### config.mk
export PLATFORM = sky130hd
export DESIGN_NAME = lbc_ctrl
export DESIGN_NICKNAME = d
export VERILOG_FILES = /design/src/design/lzw_byte_compressor_core_assert.svh /design/src/design/lbc_pkg.sv /design/src/design/lbc_ctrl.sv
export SDC_FILE = /design/constraint.sdc
export NUM_CORES = 1
export LEC_CHECK = 0
export BUFFER_PORTS_ARGS = -buffer_cell sky130_fd_sc_hd__buf_2
export CAP_MARGIN = 20
export CORE_MARGIN = 10
export CORE_UTILIZATION = 48
export CTS_CLUSTER_DIAMETER = 80
export DETAILED_ROUTE_END_ITERATION = 8
export PLACE_DENSITY = 0.85
export SYNTH_ARGS = -nofsm -noshare
export SYNTH_HDL_FRONTEND = slang
export SYNTH_SLANG_ARGS = --single-unit
### constraint.sdc
create_clock -name clk -period 2.2 [get_ports clk]
set_input_delay 0.22 -clock clk [delete_from_list [all_inputs] [get_ports clk]]
set_output_delay 0.22 -clock clk [all_outputs]
set_load 0.1 [all_outputs]
### src/design/lzw_byte_compressor_core_assert.svh
// ----------------------------------------------------------------------------
// LZW byte compressor assertion macros
// Shared property forms for the core's checks.
// ----------------------------------------------------------------------------
`ifndef LZW_BYTE_COMPRESSOR_CORE_ASSERT_SVH
`define LZW_BYTE_COMPRESSOR_CORE_ASSERT_SVH

// same-cycle implication
`define LBC_ASSERT_IMPL(lbl, ante, cons) \
    lbl: assert property (@(posedge clk) disable iff (!rst_n) (ante) |-> (cons)) \
        else $error("lbc check failed: lbl");

// next-cycle implication
`define LBC_ASSERT_NEXT(lbl, ante, cons) \
    lbl: assert property (@(posedge clk) disable iff (!rst_n) (ante) |=> (cons)) \
        else $error("lbc check failed: lbl");

`endif

### src/design/lbc_pkg.sv
// ----------------------------------------------------------------------------
// LZW byte compressor package
// Sizes, codes and controller/datapath interface types.
// ----------------------------------------------------------------------------
`default_nettype none
package lbc_pkg;
    localparam int TABLE_ENTRIES = 65536;
    localparam int CODE_WIDTH    = 16;
    localparam int IDX_W         = $clog2(TABLE_ENTRIES);
    localparam int KEY_W         = CODE_WIDTH + 8;
    localparam int NEXT_W        = CODE_WIDTH + 1;
    localparam int ENTRY_W       = 1 + KEY_W + CODE_WIDTH;
    localparam int CFG_IDX_W     = 1;

    localparam logic [31:0] HASH_MULT    = 32'd2654435761;
    localparam logic [15:0] RESET_MARKER = 16'hFFFE;
    localparam logic [NEXT_W-1:0] FIRST_FREE = NEXT_W'(256);
    localparam logic [15:0] CODE_LIMIT_RST = 16'hEFFF;
    localparam logic [15:0] RESET_INT_RST  = 16'd768;

    localparam logic [CFG_IDX_W-1:0] CFG_CODE_LIMIT     = 1'd0;
    localparam logic [CFG_IDX_W-1:0] CFG_RESET_INTERVAL = 1'd1;

    localparam logic [1:0] KIND_DATA     = 2'd0;
    localparam logic [1:0] KIND_BOUNDARY = 2'd1;
    localparam logic [1:0] KIND_FLUSH    = 2'd2;

    typedef struct packed {
        logic latch_in;
        logic set_first;
        logic calc_hash;
        logic mark_free;
        logic step;
        logic insert;
        logic take_hit;
        logic start_new;
        logic push_cur;
        logic push_mark;
        logic last;
        logic dict_clear;
        logic clear_wr;
        logic bc_inc;
    } lbc_cmd_t;

    typedef struct packed {
        logic [1:0] kind;
        logic       string_valid;
        logic       bc_match;
        logic       ent_valid;
        logic       key_match;
        logic       probe_full;
        logic       out_free;
        logic       clear_done;
    } lbc_sts_t;
endpackage
`default_nettype wire

### src/design/lbc_ctrl.sv
// ----------------------------------------------------------------------------
// LZW byte compressor controller
// Sequences decode, probing, insertion, emission and clearing.
// ----------------------------------------------------------------------------
`default_nettype none
module lbc_ctrl (
    input  wire logic              clk,
    input  wire logic              rst_n,
    input  wire logic              in_accept,
    input  wire lbc_pkg::lbc_sts_t sts,
    output logic                   idle,
    output lbc_pkg::lbc_cmd_t      cmd
);
    typedef enum logic [9:0] {
        S_CLEAR   = 10'b0000000001,
        S_IDLE    = 10'b0000000010,
        S_DECODE  = 10'b0000000100,
        S_READ    = 10'b0000001000,
        S_CHECK   = 10'b0000010000,
        S_MISS    = 10'b0000100000,
        S_EMIT_MS = 10'b0001000000,
        S_EMIT_BC = 10'b0010000000,
        S_EMIT_MK = 10'b0100000000,
        S_EMIT_FL = 10'b1000000000
    } state_t;

    state_t state_reg, state_next;

    always_ff @(posedge clk or negedge rst_n)
    begin
        if (!rst_n)
        begin
            state_reg <= S_CLEAR;
        end
        else
        begin
            state_reg <= state_next;
        end
    end

    assign idle = (state_reg == S_IDLE);

    always_comb
    begin
        state_next = state_reg;
        cmd        = '0;
        unique case (state_reg)
            S_CLEAR:
            begin
                cmd.clear_wr = 1'b1;
                if (sts.clear_done)
                begin
                    state_next = S_IDLE;
                end
            end
            S_IDLE:
            begin
                if (in_accept)
                begin
                    cmd.latch_in = 1'b1;
                    state_next   = S_DECODE;
                end
            end
            S_DECODE:
            begin
                unique case (sts.kind)
                    lbc_pkg::KIND_DATA:
                    begin
                        if (!sts.string_valid)
                        begin
                            cmd.set_first = 1'b1;
                            state_next    = S_IDLE;
                        end
                        else
                        begin
                            cmd.calc_hash = 1'b1;
                            state_next    = S_READ;
                        end
                    end
                    lbc_pkg::KIND_BOUNDARY:
                    begin
                        if (sts.bc_match)
                        begin
                            state_next = sts.string_valid ? S_EMIT_BC : S_EMIT_MK;
                        end
                        else
                        begin
                            cmd.bc_inc = 1'b1;
                            state_next = S_IDLE;
                        end
                    end
                    lbc_pkg::KIND_FLUSH:
                    begin
                        state_next = sts.string_valid ? S_EMIT_FL : S_IDLE;
                    end
                    default:
                    begin
                        state_next = S_IDLE;
                    end
                endcase
            end
            S_READ:
            begin
                state_next = S_CHECK;
            end
            S_CHECK:
            begin
                if (!sts.ent_valid)
                begin
                    cmd.mark_free = 1'b1;
                    state_next    = S_MISS;
                end
                else if (sts.key_match)
                begin
                    cmd.take_hit = 1'b1;
                    state_next   = S_IDLE;
                end
                else if (sts.probe_full)
                begin
                    state_next = S_MISS;
                end
                else
                begin
                    cmd.step   = 1'b1;
                    state_next = S_READ;
                end
            end
            S_MISS:
            begin
                cmd.insert = 1'b1;
                state_next = S_EMIT_MS;
            end
            S_EMIT_MS:
            begin
                if (sts.out_free)
                begin
                    cmd.push_cur  = 1'b1;
                    cmd.last      = 1'b1;
                    cmd.start_new = 1'b1;
                    state_next    = S_IDLE;
                end
            end
            S_EMIT_BC:
            begin
                if (sts.out_free)
                begin
                    cmd.push_cur = 1'b1;
                    state_next   = S_EMIT_MK;
                end
            end
            S_EMIT_MK:
            begin
                if (sts.out_free)
                begin
                    cmd.push_mark  = 1'b1;
                    cmd.last       = 1'b1;
                    cmd.dict_clear = 1'b1;
                    state_next     = S_CLEAR;
                end
            end
            S_EMIT_FL:
            begin
                if (sts.out_free)
                begin
                    cmd.push_cur = 1'b1;
                    cmd.last     = 1'b1;
                    state_next   = S_IDLE;
                end
            end
            default:
            begin
                state_next = S_CLEAR;
            end
        endcase
    end
endmodule
`default_nettype wire

# --- After elaboration in Yosys (flattened, before gate mapping) ---
# Cells that the tools add are included.
word_totals:
  register_bits: 10
op_classes:
  n_reduce_logical: 4
  n_mux: 41
  eq_ne: 17
op_table:
  columns: ["operator", "n"]
  rows:
  - ["$pmux 10 s9", 1]
  - ["$mux 10", 8]
  - ["$pmux 10 s3", 1]
  - ["$mux 1", 20]
  - ["$mux 9", 2]
  - ["$eq 10x1->1 const B", 1]
  - ["$eq 10x10->1 const B", 1]
  - ["$eq 10x2->1 const B", 1]
  - ["$eq 10x3->1 const B", 1]
  - ["$eq 10x4->1 const B", 1]
  - ["$eq 10x5->1 const B", 1]
  - ["$eq 10x6->1 const B", 1]
  - ["$eq 10x7->1 const B", 1]
  - ["$eq 10x8->1 const B", 1]
  - ["$eq 10x9->1 const B", 1]
  - ["$mux 2", 4]
  - ["$ne 2x2->1 const B", 4]
  - ["$mux 6", 1]
  - ["$reduce_and 5->1", 1]
  - ["$mux 4", 1]
  - ["$pmux 1 s2", 2]
  - ["$reduce_or 2->1", 2]
  - ["$mux 3", 1]
  - ["$eq 2x1->1 const B", 1]
  - ["3 further kinds", 3]

# --- Depth between registers and ports, before layout ---
logic_depth:
  ltp_word: 4
  mapped_depth: 6
  depth_no_buf: 5

# --- Worst setup path after synthesis ---
# Ideal clock, no wire load.
synth_timing:
  path_kind: "register to output"
  startpoint: "register state_reg[1]"
  endpoint: "output cmd[0] (netlist bit)"
  stages_incl_launch_ff: 6
  arrival_time_ns: 4.494
  path_buffers: 1
  path_slack_ns: -2.514
  path_cell_list: "dfrtp_1 nor4_4 nand3_2 or3b_1 buf_6 nor4b_1"
synth_rtl:
  columns: ["element", "line_no", "source"]
  rows:
  - ["start, declared", "lbc_ctrl.sv:27", "state_t state_reg, state_next;"]
  - ["start signal, assigned", "lbc_ctrl.sv:37", "state_reg <= state_next;"]
  - ["end, declared", "lbc_ctrl.sv:12", "output lbc_pkg::lbc_cmd_t cmd"]

==> qor.yml <==
synthesis:
  ys_ff_latch: 10
  synth_cell_type_count: 41
  synth_edf_count: 0
  ys_top_cells_by_area: "dfrtp_1 (29%), nor2_1 (5.8%), and2_1 (4.0%)"
  syn_inst: 90
  synth_xor_area_share_pct: 2.25
  syn-num-nets: 102
  synth_area_per_cell_sq_um: 8.65
  synth_most_common_cell: "nor2_1"
  synth-main-ff-cell: "dfrtp_1"
  yosys.area_share.simple_pct: 42.6
  synth_fa_ha_area_share_pct: 0
  synth.area.mux_share_pct: 0
  synth_top_area_share_pct: 28.9
  synth_top_family_by_area: "simple AND/OR/NAND/NOR gates"
  syn_area_sq_um: 778
  netlist_top_cells_count: "nor2_1 (12), dfrtp_1 (9), nand2_1 (8), and2_1 (5), nor2b_1 (5)"
  async_flop_share_pct: 100
  yosysSeqAreaShare_pct: 32.3
  synth_compound_area_share_pct: 19.5
  yosysTopAreaCell: "dfrtp_1"
  ys.warnings.count: 0
floorplanning:
  std_cell_rows: 14
  design.core.area_sq_mm: 0.00152
  io-pin-count: 27
  die_h_um: 60.3
  die_w_um: 60.3
  start_util_pct: 51.1
  dieArea_sq_mm: 0.00363
critical_path:
  slowest_stage: "or3b_4"
  setup.worst_path.class: "flop to primary output"
  cp_max_fo: 4
  critical_path.top_delay_family: "simple AND/OR/NAND/NOR gates"
  crit_path_max_incr_delay_ns: 0.45
  crit_chain: "nor4_4, nand3_2, or3b_4, nor4b_4, buf_12"
  startpoint_type: "flop"
  cp.arrival_ns: 2.14
  end_kind: "primary output"
  worst-path-buf-inv: 1
  regToRegSetupSlack_ns: 0.09
  required_ns: 1.98
timing:
  hold_viol: 0
  fin_ws_ns: -0.162
  worstMarginPinSlew_ns: 0.509
  slew_headroom_pct: 65.8
  layout_min_cycle_time_ns: 2.36
  rsz0062_at_grt: "true"
  skew_ns: 0.00483
  max_freq_ghz: 0.423
  setup_viol: 8
  slew_viol_final: 0
  timing.final.crit_share_pct: 107
global_routing:
  overflow: 0
  grt_pass1_wl_mm: 5.84
  grt_pass1_vias: 1088
  grt_max_degree: 11
  antenna_found_initial: 0
  grt_use_total_pct: 21.9
clock_network:
  insertion_delay_ns: 0.27
  cts-root-buf: "clkbuf_4"
  clock_path_buffers: 2
  numClockSinks: 10
  numCtsBuffers: 3
  cts_tree: "done"
  clk_pin_slew_ns: 0.07
  htreeDepth: 1
final_layout:
  utilization_pct: 96.3
  synthToLayoutAreaGrowth_pct: 88.6
  largest_register_ffs: 10
  antenna_cells: 0
  drive_gt1_share_pct: 60.3
  nets: 149
drt:
  drtPass1Iterations: 4
  drt_iter0_drc: 82
  drc_errors: 0
  vias: 1040
  antenna_left: 0
  drt-total-wl_mm: 4.00
  wl_per_cell_um: 26.3
  via_per_inst: 6.84
power:
  ir_drop_uv: 992
  finalPower_mw: 1.22
  p_leak_nw: 0.666
  power_density_mw_per_mm2: 830
placed_design:
  dp_hpwl_mm: 2.53
  place.gp.congestion: 0.895
  port_buffers: 26
status:
  violations: "negative setup slack"
  run_status: "finished with violations"
job:
  maxCapViolations: 0
min_path:
  hold_path.class: "primary input to flop"
-- cell type report --
cell class	instances	area (sq um)
clock buffer	4	36.3
fill	33	56.3
inverter	2	7.51
multi-input combinational	76	653
sequential	10	256
tap	16	20.0
timing repair buffer	44	494
-- report_power, final --
group / internal [mW] / switching [mW]
Sequential: 0.215 / 0.0497
Clock: 0.101 / 0.0702
Combinational: 0.314 / 0.469
Total: 0.629 / 0.589
-- per-layer routing --
layer	global-route usage, %	routed length [um]	vias up	share of wire [%]
met5	0	0	-	0
met4	17.0	241	0	6.0
met3	6.57	373	26	9.3
met2	36.5	2000	84	50
met1	22.2	1390	508	35
li1	-	-	422	-
-- metrics by stage --
step	setup WS [ns]	TNS, ns	cells	instance area, sq um	hold slack [ns]
floorplan	-0.440	-1.24	90	895	-0.0756
global placement	0.142	0	137	1270	0.0885
detailed placement	0.0146	0	137	1270	0.0914
CTS	-0.176	-0.412	147	1370	0.169
global route	-0.194	-0.748	152	1470	0.210
finish	-0.162	-0.408	152	1470	0.182
-- layout by cell type, fill, tap and decap left out, types with 2 or more instances in the layout --
| cell | synthesis | layout |
|---|---|---|
| nand2b_1 | 2 | 2 |
| nor2_2 | 1 | 4 |
| buf_4 | 1 | 14 |
| clkbuf_4 | 0 | 3 |
| o21ai_0 | 2 | 2 |
| and2_1 | 5 | 2 |
| a21o_1 | 4 | 4 |
| nand2_4 | 0 | 2 |
| nor3_1 | 4 | 3 |
| dfrtp_2 | 0 | 4 |
| nand2_1 | 8 | 6 |
| nor2_1 | 12 | 7 |
| a21oi_1 | 4 | 2 |
| buf_12 | 0 | 13 |
| and2_4 | 0 | 3 |
| buf_2 | 0 | 11 |
| nor4_4 | 1 | 3 |
| dfrtp_1 | 9 | 5 |
| inv_1 | 2 | 2 |
| nor2b_1 | 5 | 5 |
| buf_6 | 1 | 3 |
| nor4b_4 | 0 | 3 |
| buf_8 | 0 | 2 |
| nor2_4 | 0 | 2 |
| a21oi_2 | 0 | 2 |
-- worst paths after layout --
check                             start            to  cells past startpoint
hold / removal                   sts[4]  state_reg[5]                      2
min in group asynchronous         rst_n  state_reg[3]                      2
setup / recovery           state_reg[5]        cmd[0]                      5
hold reg to reg            state_reg[2]  state_reg[4]                      1
setup reg to reg           state_reg[5]  state_reg[8]                      6
max in group asynchronous         rst_n  state_reg[0]                      2
-- repair_timing --
| item | in CTS | in global routing |
|---|---|---|
| cloned | 0 | 0 |
| pin swaps | 7 | 13 |
| gates resized for setup | 4 | 18 |
| endpoints found under the hold margin | 9 | 0 |
| hold buffers | 1 | 0 |
| buffers inserted | 5 | 5 |
| endpoints found under the setup margin | 6 | 12 |
-- kinds of logic (layout without fill, tap and decap cells) --
group                  Yosys count  after routing
AO/OA/AOI/OAI                   19             19
flip-flops                      10             10
buffers and inverters            4             50
AND/OR/NAND/NOR                 55             55
XOR/XNOR                         2              2
Power figures use the tool's default switching activity.
